File: config.mk
export PLATFORM = sky130hd
export DESIGN_NAME = pbf_sqrt
export DESIGN_NICKNAME = d
export VERILOG_FILES = /design/src/hdl/pbf_pkg.sv /design/src/hdl/pbf_sqrt.sv
export SDC_FILE = /design/constraint.sdc
export NUM_CORES = 2
export LEC_CHECK = 0
export ABC_AREA = 0
export BUFFER_PORTS_ARGS = -buffer_cell sky130_fd_sc_hd__buf_2
export CAP_MARGIN = 20
export CORE_MARGIN = 2
export CORE_UTILIZATION = 40
export CTS_BUF_LIST = sky130_fd_sc_hd__clkbuf_8
export DETAILED_ROUTE_END_ITERATION = 8
export GPL_ROUTABILITY_DRIVEN = 0
export MAX_ROUTING_LAYER = met4
export RECOVER_POWER = 25
export SLEW_MARGIN = 20
export SYNTH_ARGS = -nofsm -noshare
export SYNTH_HDL_FRONTEND = slang
export SYNTH_MEMORY_MAX_BITS = 65536
export SYNTH_SLANG_ARGS = --single-unit
File: constraint.sdc
create_clock -name clk -period 10.2 [get_ports clk]
set_input_delay 2.04 -clock clk [delete_from_list [all_inputs] [get_ports clk]]
set_output_delay 2.04 -clock clk [all_outputs]
set_load 0.02 [all_outputs]
File: src/hdl/pbf_pkg.sv
package pbf_pkg;

	// pipeline depths of the arithmetic units
	localparam int SQRT_STEPS = 32;
	localparam int DIV_STEPS  = 32;
	localparam int MUL_STAGES = 2;

	// register indexes of the configuration port
	localparam logic [1:0] REG_HORIZON = 2'd0;
	localparam logic [1:0] REG_SPACING = 2'd1;
	localparam logic [1:0] REG_MODE    = 2'd2;

	// dimension modes, code 3 behaves as three-dimensional
	localparam logic [1:0] MODE_3D     = 2'd0;
	localparam logic [1:0] MODE_STRESS = 2'd1;
	localparam logic [1:0] MODE_STRAIN = 2'd2;

	// micromodulus constants c / (2 pi), q.30
	localparam logic [30:0] K_3D     = 31'd2050695827;
	localparam logic [30:0] K_STRESS = 31'd1538021870;
	localparam logic [30:0] K_STRAIN = 31'd1640556661;

endpackage

File: src/hdl/pbf_sqrt.sv
module pbf_sqrt (
	input  logic        clk,
	input  logic        en,
	input  logic [63:0] x,
	output logic [31:0] root
);

	logic [33:0] rem_s  [pbf_pkg::SQRT_STEPS];
	logic [31:0] root_s [pbf_pkg::SQRT_STEPS];
	logic [63:0] xs_s   [pbf_pkg::SQRT_STEPS];
	logic [33:0] rem_n  [pbf_pkg::SQRT_STEPS];
	logic [31:0] root_n [pbf_pkg::SQRT_STEPS];
	logic [63:0] xs_n   [pbf_pkg::SQRT_STEPS];

	// one root bit per stage, two radicand bits shifted in each time
	always_comb begin
		logic [35:0] cur;
		logic [35:0] trial;
		logic [33:0] prem;
		logic [31:0] proot;
		logic [63:0] px;
		for (int g = 0; g < pbf_pkg::SQRT_STEPS; g++) begin
			if (g == 0) begin
				prem  = '0;
				proot = '0;
				px    = x;
			end else begin
				prem  = rem_s[g-1];
				proot = root_s[g-1];
				px    = xs_s[g-1];
			end
			cur   = {prem, px[63:62]};
			trial = {2'b00, proot, 2'b01};
			if (cur >= trial) begin
				rem_n[g]  = 34'(cur - trial);
				root_n[g] = {proot[30:0], 1'b1};
			end else begin
				rem_n[g]  = cur[33:0];
				root_n[g] = {proot[30:0], 1'b0};
			end
			xs_n[g] = {px[61:0], 2'b00};
		end
	end

	always_ff @(posedge clk) begin
		if (en) begin
			for (int g = 0; g < pbf_pkg::SQRT_STEPS; g++) begin
				rem_s[g]  <= rem_n[g];
				root_s[g] <= root_n[g];
				xs_s[g]   <= xs_n[g];
			end
		end
	end

	assign root = root_s[pbf_pkg::SQRT_STEPS-1];

endmodule

After elaboration in Yosys (flattened, before gate mapping)
Memories as Yosys holds them, arrays and structs flattened.
Index checks and enable logic that the tools add are counted.
{ "classes": {"n_addsub": 32, "mux": 66, "n_lt_le_gt_ge": 32} }
{ "op_table": {"columns": ["cell", "n"], "rows": [
  [">= comparator 36 x 34 -> 1 bit", 31],
  ["two-way mux 34 bit", 32],
  ["subtractor 34 bit", 31],
  ["two-way mux 1 bit", 34],
  ["subtractor 2 x 1 -> 3 bit (second input constant)", 1],
  [">= comparator 2 x 1 -> 1 bit (second input constant)", 1]
]} }
{ "word_totals": {"output_inout_bits": 32, "memories": 3, "ram_bits": 4096, "register_bits": 0, "elab_cells": 133} }
{ "mem_list": {"columns": ["memory", "words", "word_bits", "rd", "rd_clocked_by_memory_dff", "wr", "line_no", "source"], "rows": [
  ["xs_s", 32, 62, 31, 0, 32, "pbf_sqrt.sv:10", "logic [63:0] xs_s [pbf_pkg::SQRT_STEPS];"],
  ["rem_s", 32, 34, 31, 0, 32, "pbf_sqrt.sv:8", "logic [33:0] rem_s [pbf_pkg::SQRT_STEPS];"],
  ["root_s", 32, 32, 32, 0, 32, "pbf_sqrt.sv:9", "logic [31:0] root_s [pbf_pkg::SQRT_STEPS];"]
]} }

Logic depth before layout (Yosys ltp)
An unclocked memory read counts as a cell.
{ "depth": {"ltp_word": 3, "ltp_mapped": 14, "depth_no_buf": 12} }

Worst setup path before layout
No wires, ideal clock.
{ "synth_path": {"path_type": "register -> register", "start": "mem rem_s[4][3] (netlist: rem_s[0][139])", "end": "mem rem_s[5][22] (netlist: rem_s[0][192]), data pin", "period_less_slack_ns": 3.299, "path_slack_ns": 6.901, "stages_incl_launch_ff": 11, "n_path_buf": 1, "t_arrival_ns": 3.033, "required_ns": 9.934, "setup_ns": 0.266, "cell_sequence": "edfxtp_1 -> ha_1 -> a21o_1 -> a211o_1 -> a21oi_1 -> or3b_2 -> or4_1 -> or4_1 -> clkbuf_1 -> nor3_1 -> xor2_1"} }
{ "synth_lines": {"columns": ["element", "line_no"], "rows": [
  ["from (decl)", "pbf_sqrt.sv:8"]
]} }

==> out/results.ini <==
[run_status]
outcome = completed

[min_path]
hold_path_startpoint = xs_s[0][981]$_DFFE_PP_
hp-class = reg2reg
holdPathEnd = xs_s[1][53]$_DFFE_PP_
min_path_cells = 0

[sta]
worst_pin_slew_ps = 1200
max_slew_margin = 0.197
setup_tns_ps = 0
period_needed_ps = 4620
setup_viol = 0
drv_slew = 0
rsz0062_at_grt = no
hold_viol = 0
fin_worst_skew_ps = 119
period_share = 0.453
fmax_mhz = 216

[power]
power_per_cell_area_mw_per_mm2 = 216
power_leakage_nw = 50.1
ir_worst_vdd_uv = 126

[logic_synthesis]
yosysTopAreaCell = edfxtp_1
avgSynthCellArea_sq_um = 12.9
synth.top_cells.by_count = edfxtp_1, inv_1, nand2_1, ha_1, nor2_1
synth_warnings = 0
ys_ff_latch = 2523
synth_top_area_frac = 0.643
synth.area.top_cells = edfxtp_1, ha_1, xor2_1
ys_types = 91
syn_inst = 9146
synth_edf_count = 2523
syn-cell-area_sq_mm = 0.118
synth.most_common_cell = edfxtp_1
synth_ff_type = edfxtp_1
syn_nets = 9774
ys_seq_area_frac = 0.643
postSynth.asyncResetShare = 0

[clock_network]
clk_pin_slew_ps = 60
clkSinkCount = 2523
cts.path.max_buffers = 4
cts_tree = done
clk_latency_ps = 1090
htreeDepth = 5
cts_hold_buf = 0
cts_root_buf = clkbuf_8
cts_made_buffers = 426
post_cts_buffers = 0
cts_resized = 0

[floorplan]
die_h_microns = 547
start_util = 0.401
die_w_microns = 547
core_sq_mm = 0.294
rows = 199
die-area_sq_mm = 0.299
ioPinCount = 98

[routing]
num_vias = 71828
met2_length_microns = 118000
drtIter0Drc = 5342
drc = 0
wl_met1_microns = 102000
routed_wl_microns = 240000
routed.top_layer = met4
first_pass_iters = 6
wl_per_cell_microns = 17.3
dr_wl_met3_microns = 11700
antenna_left = 0
vias_per_cell = 5.20

[critical_path]
critPathLaunchType = flop
critical_path_class = reg2reg
rrSetupSlack_ps = 5580
max_stage_delay_ps = 650
rr_endpoint = rem_s[1][356]$_DFFE_PP_
critPathLaunch = rem_s[1][306]$_DFFE_PP_
path_max_fanout = 30
crit_slowest_cell = a2111oi_0
critical_path.cell_chain = ha_1 -> nor2b_1 -> o21ai_0 -> a21oi_1 -> nor3_1 -> o21bai_1 -> a2111oi_0 -> buf_4 -> o21ba_2 -> inv_1 -> mux2_2
crit_required_ps = 10990
cp_num_buf_inv = 2
critPathCaptureType = flop
r2r_cells = 11
reg2reg_from = rem_s[1][306]$_DFFE_PP_
critPathArrivalTime_ps = 5410
crit_family = compound AO/OA/AOI/OAI gates

[grt]
grt_pass1_wl_microns = 379000
antenna_found_initial = 3
gr-total-overflow = 0
grt_max_degree = 189
grt_usage = 0.160
grt_pass1_vias = 70840

[placement]
port_buffers = 97
place_area_sq_mm = 0.123
dp_hpwl_microns = 168000

[layout]
fin_area_sq_mm = 0.131
area_growth_pct = 11.4
layout.nets = 10184
multi_input_area_sq_mm = 0.0389
nFillCells = 26311
drive_above_1_share = 0.0863
seq_area_sq_mm = 0.0758

[flow_run]
max-cap-violations = 0

[layout make-up]
class                   instances  area share
diodes                          7    0.000133
clock buffers                 427      0.0448
clock inverters               335      0.0161
inverters                     709      0.0203
multi-input cells            5748       0.296
flip-flops and latches       2523       0.577
well taps                    3919      0.0373
repair buffers                148     0.00827
[report_power, final]
part / total (W) / switching (W) / internal [W]
Sequential: 0.0139 / 0.000823 / 0.0131
Combinational: 0.00588 / 0.00344 / 0.00244
Clock: 0.00854 / 0.00408 / 0.00445
[per-layer routing]
metal | track usage | vias up
li1 | - | 34801
met1 | 0.196 | 34689
met2 | 0.270 | 1811
met3 | 0.0261 | 527
met4 | 0.0530 | 0
met5 | - | -
[placed cells by master (no fill, tap or decap), types with 68 or more instances in the layout]
| cell type | Yosys | routed |
|---|---|---|
| nand2_1 | 673 | 673 |
| clkinv_1 | 1 | 95 |
| xnor2_1 | 419 | 419 |
| nor2_1 | 553 | 553 |
| inv_1 | 707 | 839 |
| buf_2 | 8 | 96 |
| edfxtp_1 | 2523 | 2523 |
| or3_1 | 79 | 79 |
| mux2_2 | 69 | 69 |
| nand2b_1 | 117 | 117 |
| o21ai_0 | 501 | 501 |
| o21a_1 | 108 | 108 |
| ha_1 | 562 | 562 |
| xor2_1 | 423 | 423 |
| nor4_1 | 107 | 107 |
| nand3_1 | 148 | 148 |
| a21o_1 | 250 | 250 |
| nand4_1 | 105 | 105 |
| nor3_1 | 232 | 229 |
| o31ai_1 | 68 | 68 |
| a21oi_1 | 537 | 537 |
| nor2b_1 | 86 | 84 |
| clkbuf_8 | 0 | 427 |
[worst reg2reg max path: stages (launching register included)]
cell and delay (ps):
edfxtp_1 400, ha_1 340, nor2b_1 150, o21ai_0 230
a21oi_1 140, nor3_1 300, o21bai_1 200, a2111oi_0 650
buf_4 250, o21ba_2 580, inv_1 660, mux2_2 460
[stage by stage]
step	std cells	utilization	worst slack, ps	hold slack, ps	power, W
finish	13816	0.447	5580	336	0.0283
global route	13816	0.447	5180	353	0.0299
CTS	13807	0.447	5610	325	0.0287
detailed placement	13045	0.420	5550	405	0.0199
global placement	13045	0.420	5560	400	0.0198
floorplan	9146	-	6900	400	0.0181
[worst max-delay path by stage]
stage / slack, ps / cells after the start / end
global placement: 5560 / 12 / rem_s[1][356]$_DFFE_PP_
floorplan: 6900 / 10 / rem_s[0][192]$_DFFE_PP_
global route: 5180 / 11 / rem_s[1][356]$_DFFE_PP_
CTS: 5610 / 11 / rem_s[1][356]$_DFFE_PP_
detailed placement: 5550 / 3 / root_s[1][504]$_DFFE_PP_
finish: 5580 / 11 / rem_s[1][356]$_DFFE_PP_
[logic make-up (layout without fill, tap and decap cells)]
logic type,count (synthesis),count (layout),share of synthesized area
muxes,84,84,0.00804
DFF,2523,2523,0.643
AOI/OAI and AO/OA,1867,1867,0.0987
xor gates and xnor gates,842,842,0.0626
adders and majority gates,562,562,0.0597
buffers and inverters,875,1619,0.0281
and+or+nand+nor,2392,2392,0.100
other,1,8,0.0000318
[sequential cells by signal (all words and copies together) (netlist names)]
| name | cells |
|---|---|
| xs_s | 992 |
| root_s | 528 |
| rem_s | 1003 |
No activity file was read; power rests on OpenSTA's default activity.
