<file path="src/hdl/pbf_pkg.sv">
package pbf_pkg;

	// pipeline depths of the arithmetic units
	localparam int SQRT_STEPS = 32;
	localparam int DIV_STEPS  = 32;
	localparam int MUL_STAGES = 2;

	// register indexes of the configuration port
	localparam logic [1:0] REG_HORIZON = 2'd0;
	localparam logic [1:0] REG_SPACING = 2'd1;
	localparam logic [1:0] REG_MODE    = 2'd2;

	// dimension modes, code 3 behaves as three-dimensional
	localparam logic [1:0] MODE_3D     = 2'd0;
	localparam logic [1:0] MODE_STRESS = 2'd1;
	localparam logic [1:0] MODE_STRAIN = 2'd2;

	// micromodulus constants c / (2 pi), q.30
	localparam logic [30:0] K_3D     = 31'd2050695827;
	localparam logic [30:0] K_STRESS = 31'd1538021870;
	localparam logic [30:0] K_STRAIN = 31'd1640556661;

endpackage

</file>
<file path="src/hdl/pbf_div.sv">
module pbf_div (
	input  logic        clk,
	input  logic        en,
	input  logic [63:0] num,
	input  logic [31:0] den,
	output logic [31:0] quo
);

	// restoring division, quotient below 2^32 by construction
	logic [31:0] rem_s [pbf_pkg::DIV_STEPS];
	logic [31:0] quo_s [pbf_pkg::DIV_STEPS];
	logic [31:0] lo_s  [pbf_pkg::DIV_STEPS];
	logic [31:0] den_s [pbf_pkg::DIV_STEPS];
	logic [31:0] rem_n [pbf_pkg::DIV_STEPS];
	logic [31:0] quo_n [pbf_pkg::DIV_STEPS];
	logic [31:0] lo_n  [pbf_pkg::DIV_STEPS];
	logic [31:0] den_n [pbf_pkg::DIV_STEPS];

	always_comb begin
		logic [32:0] cur;
		logic [31:0] prem;
		logic [31:0] pquo;
		logic [31:0] plo;
		logic [31:0] pden;
		for (int g = 0; g < pbf_pkg::DIV_STEPS; g++) begin
			if (g == 0) begin
				prem = num[63:32];
				plo  = num[31:0];
				pquo = '0;
				pden = den;
			end else begin
				prem = rem_s[g-1];
				plo  = lo_s[g-1];
				pquo = quo_s[g-1];
				pden = den_s[g-1];
			end
			cur = {prem, plo[31]};
			if (cur >= {1'b0, pden}) begin
				rem_n[g] = 32'(cur - {1'b0, pden});
				quo_n[g] = {pquo[30:0], 1'b1};
			end else begin
				rem_n[g] = cur[31:0];
				quo_n[g] = {pquo[30:0], 1'b0};
			end
			lo_n[g]  = {plo[30:0], 1'b0};
			den_n[g] = pden;
		end
	end

	always_ff @(posedge clk) begin
		if (en) begin
			for (int g = 0; g < pbf_pkg::DIV_STEPS; g++) begin
				rem_s[g] <= rem_n[g];
				quo_s[g] <= quo_n[g];
				lo_s[g]  <= lo_n[g];
				den_s[g] <= den_n[g];
			end
		end
	end

	assign quo = quo_s[pbf_pkg::DIV_STEPS-1];

endmodule

</file>
<file path="config.mk">
export PLATFORM = sky130hd
export DESIGN_NAME = pbf_div
export DESIGN_NICKNAME = d
export VERILOG_FILES = /design/src/hdl/pbf_pkg.sv /design/src/hdl/pbf_div.sv
export SDC_FILE = /design/constraint.sdc
export NUM_CORES = 2
export LEC_CHECK = 0
export BUFFER_PORTS_ARGS = -buffer_cell sky130_fd_sc_hd__buf_4
export CAP_MARGIN = 20
export CORE_ASPECT_RATIO = 2
export CORE_UTILIZATION = 64
export DETAILED_ROUTE_END_ITERATION = 12
export GPL_TIMING_DRIVEN = 0
export PLACE_DENSITY = 0.92
export SKIP_CTS_REPAIR_TIMING = 1
export SLEW_MARGIN = 0
export SYNTH_ARGS = -nofsm -noshare
export SYNTH_HDL_FRONTEND = slang
export SYNTH_SLANG_ARGS = --single-unit
</file>
<file path="constraint.sdc">
create_clock -name clk -period 3.9 [get_ports clk]
set_input_delay 0.78 -clock clk [delete_from_list [all_inputs] [get_ports clk]]
set_output_delay 0.78 -clock clk [all_outputs]
set_load 0.02 [all_outputs]
</file>
==> out/results.txt, run 1 <==
Area share of the largest cell type after synthesis: 58.2%
Placement-stage worst setup slack: -2.74 ns
Effective utilization at floorplan: 64.3%
Fraction of the yosys area taken by sequential cells: 58.2%
Cell area after synthesis: 155000 sq um
Number of synthesized flops with an enable pin: 3008
Maximum number of pins on one net before global-route repair: 206
Halt Stage: global routing
Run status: did not finish
Horizontal die dimension: 350 microns
Most frequent cell after synthesis: edfxtp_1
First-pass GRT wire length: 1010 mm
Cell Rows: 255
Boundary Pins: 130
Port Buffer Count: 129
Via count of the first global-routing pass: 131601
Grt ovf: 968
Number of levels in the clock H-tree: 5
Clock Sink Count: 3008
Half-perimeter wire length after detailed placement: 378 mm
Placed Instances: 16295
Cells taking the most area after synthesis: edfxtp_1 (58%), ha_1 (8.3%), a21oi_1 (3.1%)
Ys Warns: 0
Cells after synthesis: 12887
Y dimension of the die: 698 microns
Routability congestion estimate from global placement: 1.08
Top cells by count, synth: edfxtp_1 (3008), inv_1 (1264), ha_1 (1024)
Syn Nets: 14040
Deepest clock path buffer count: 4
Top flip-flop cell by instance count after synthesis: edfxtp_1
Average cell area after synthesis: 12.0 sq um
Stop Error: [ERROR GRT-0116] Global routing finished with congestion. Check the congestion regions in the DRC Viewer.
FF+latch count, synth: 3008
Async SR Flop Fraction: 0%
Unique cell type count in the Yosys netlist: 94
Num CTS Buffers: 274
Clock root cell: clkbuf_16
All-Layer GR Usage: 56.8%
Library cell with the largest summed area after synthesis: edfxtp_1
## cell families after synthesis
logic type      count (synthesis)  synth area share [%]
xor+xnor                      839                  4.73
fa+ha+maj                    1055                  8.65
simple gates                 2688                  8.22
buf+inv                      1577                  3.88
compound gates               3308                  13.3
flops                        3008                  58.2
mux                           412                  2.96
## through the flow
step / instance area (sq um) / utilization (%)
detailed placement: 161000 / 66.9
global placement: 160000 / 66.4
CTS: 170000 / 70.6
floorplan: 155000 / -
## layer usage
layer  global-route usage, %  overflow
met1                    50.4        12
met2                    77.9       549
met3                    39.2        22
met4                    63.4       381
met5                    15.0         4
==> inputs of run 2 (changes only) <==
CORE_ASPECT_RATIO = default   (was 2)
CORE_UTILIZATION = 40   (was 64)
PLACE_DENSITY = default   (was 0.92)
PLACE_DENSITY_LB_ADDON = 0.15   (was default)
==> out/results.txt, run 2 <==
Number of levels in the clock H-tree: 5 (unchanged)
Setup-violating endpoint count in the final report: 2
Clock root cell: clkbuf_16
Core area: 386000 sq um
Reg2Reg Launch Point: den_s[1][257]
Top flip-flop cell by instance count after synthesis: edfxtp_1
Hold Vio Cnt, Final: 0
Setup total negative slack: -0.0372 ns
Violated checks: setup timing
Wirelength per Cell: 20.7 microns
Layout area overhead: 14.9%
First-pass GRT wire length: 593 mm
Routed wl met2: 190 mm
Data required time at the worst endpoint: 4.60 ns
Share of layout cells above drive strength 1: 12.2%
Initial antenna violation count: 10
Port Buffer Count: 129 (unchanged)
Run status: finished with violations
Total power draw: 153 mW
Grt ovf: 0
Cells after synthesis: 12887 (unchanged)
Deepest clock path buffer count: 4 (unchanged)
Met3 wire len: 15.2 mm
Num CTS Buffers: 340 (+24%)
Via count of the first global-routing pass: 99343
Clock transition at the registers of the reported paths: 0.06 ns
Effective utilization at floorplan: 40.2% (-24 points)
Ys Warns: 0 (unchanged)
Syn Nets: 14040 (unchanged)
Highest routed layer: met5
Most frequent cell after synthesis: edfxtp_1
Launch point of the worst hold path: den[26]
Cell Rows: 228 (-11%)
Clock Sink Count: 3008 (unchanged)
Kind of end point of the critical path: flop
All-Layer GR Usage: 19.5%
Cells taking the most area after synthesis: edfxtp_1 (58%), ha_1 (8.3%), a21oi_1 (3.1%)
Average cell area after synthesis: 12.0 sq um (unchanged)
Layout net count: 14702
Post-route ant nets: 0
DRC: 0
Library cell with the largest summed area after synthesis: edfxtp_1
Async SR Flop Fraction: 0% (unchanged)
Endpoint of the worst hold-timing path: den_s[0][26]
Post-route core utilization: 46.2%
Horizontal die dimension: 625 microns (+78%)
Boundary Pins: 130 (unchanged)
Peak supply drop: 0.429 mV
Min cycle time layout: 3.93 ns
Type of the tightest min-delay check: input port to flop
Area share of the largest cell type after synthesis: 58.2% (unchanged)
Maximum number of pins on one net before global-route repair: 205
Worst hold stages: 1
Headroom to the max-slew limit: 25.5%
Routability congestion estimate from global placement: 0.910 (-16%)
Pins Over Slew Limit: 0
Biggest registers after layout: den_s x992, rem_s x992, quo_s x528
Die outline area: 391000 sq um
Half-perimeter wire length after detailed placement: 293 mm (-23%)
Reg2Reg Depth: 15
Unique cell type count in the Yosys netlist: 94 (unchanged)
Wl on met1: 176 mm
Detailed router's first-iteration violation count: 7349
Overall routed net length: 393 mm
Vias after detailed routing: 101071
Static Leak: 71.1 nW
Clock tree from TritonCTS: yes
Cell area after synthesis: 155000 sq um (unchanged)
Max-cap violations: 0
Top cells by count, synth: edfxtp_1 (3008), inv_1 (1264), ha_1 (1024)
Period utilization: 101%
Drt first pass iters: 6
Worst R2R End: rem_s[1][291]
Most frequent cells in the layout: edfxtp_1 (3008), inv_1 (1258), ha_1 (998), a21oi_1 (907), nand2_1 (894)
Unrepaired setup endpoints after global routing: true
Fraction of the yosys area taken by sequential cells: 58.2% (unchanged)
Worst Setup Start Kind: flop
Power Density: 860 nW/um^2
Upper clock frequency limit: 255 MHz
Slack of the worst reg-to-reg path: -0.03 ns
Y dimension of the die: 625 microns (-11%)
Leading cell type in the layout, fill and taps excluded: edfxtp_1
Peak fanout along the critical path: 9
Worst clock skew: 0.0688 ns
Number of synthesized flops with an enable pin: 3008 (unchanged)
Worst Slack Setup Final: -0.0262 ns
CP Data Arrival Time: 4.62 ns
Source-to-sink clock delay at the later pin of the worst-skew pair: 0.98 ns
FF+latch count, synth: 3008 (unchanged)
Detail-routed via count per cell: 5.32
Class of the most critical setup path: flop to flop
Transition time of the tightest slew-check pin: 1.12 ns
run 2: cell families (layout without fill, tap and decap cells):
| logic type | count (synthesis) | in the layout | synth area share, % |
|---|---|---|---|
| AO/OA/AOI/OAI | 3308 | 3309 | 13.3 |
| XOR/XNOR | 839 | 839 | 4.73 |
| adder cells (fa/ha/maj) | 1055 | 1055 | 8.65 |
| buffers and inverters | 1577 | 2516 | 3.88 |
| flip-flops | 3008 | 3008 | 58.2 |
| multiplexers | 412 | 412 | 2.96 |
| other | 0 | 3 | 0 |
| AND/OR/NAND/NOR | 2688 | 2688 | 8.22 |
run 2: how the worst max path moves through the flow:
stage | from | endpoint | slack, ns | cells after the start
floorplan | den_s[0][289] | rem_s[0][345] | 0.34 | 15
global placement | en | quo_s[1][478] | -25.10 | 1
detailed placement | en | quo_s[1][259] | -1.35 | 6
CTS | den_s[1][97] | rem_s[1][153] | -1.30 | 14
global route | den_s[0][321] | rem_s[0][379] | -0.07 | 15
finish | den_s[1][257] | rem_s[1][291] | -0.03 | 15
run 2: per-layer routing:
metal  track usage, %  up-vias
met5                0        -
met4             5.33        2
met3             2.18      574
met2             33.4     2142
met1             26.1    49478
li1                 -    48875
run 2: where the power goes:
group | internal [mW] | switching [mW] | leakage, nW
Combinational | 29.6 | 40.2 | 36.3
Sequential | 46.8 | 4.88 | 29.4
Clock | 18.3 | 13.6 | 5.37
run 2: layout make-up:
class / instances / area (sq um)
repair buffers: 329 / 3130
diodes: 3 / 7.51
flip-flops and latches: 3008 / 90300
inverters: 1266 / 4760
clock inverters: 225 / 2380
fillers: 35041 / 208000
plain buffers: 301 / 1760
multi-input cells: 8303 / 60700
well taps: 5175 / 6470
clock buffers: 395 / 8740
run 2: critical path: stages (launching register included):
cell and delay (ns):
edfxtp_1 0.42, inv_2 0.09, ha_4 0.23, nor2b_1 0.15, o31a_1 0.28, o31a_1 0.39, a211o_1 0.36, nor2_2 0.16
o31ai_2 0.10, o41ai_2 0.33, buf_4 0.18, o21ai_2 0.10, a31oi_4 0.21, buf_12 0.15, buf_12 0.15, mux2_2 0.36
run 2: through the flow:
step	hold WS, ns	worst slack, ns	instances	area, sq um
4_1_cts	-0.109	-1.30	18835	174000
3_3_place_gp	0.400	-25.10	18191	163000
5_1_grt	-0.000563	-0.0694	19003	178000
6_report	0.0454	-0.0262	19005	178000
3_5_place_dp	0.405	-1.35	18215	163000
2_1_floorplan	0.400	0.340	12887	155000
Note: power is estimated with default switching activity, not from simulation.
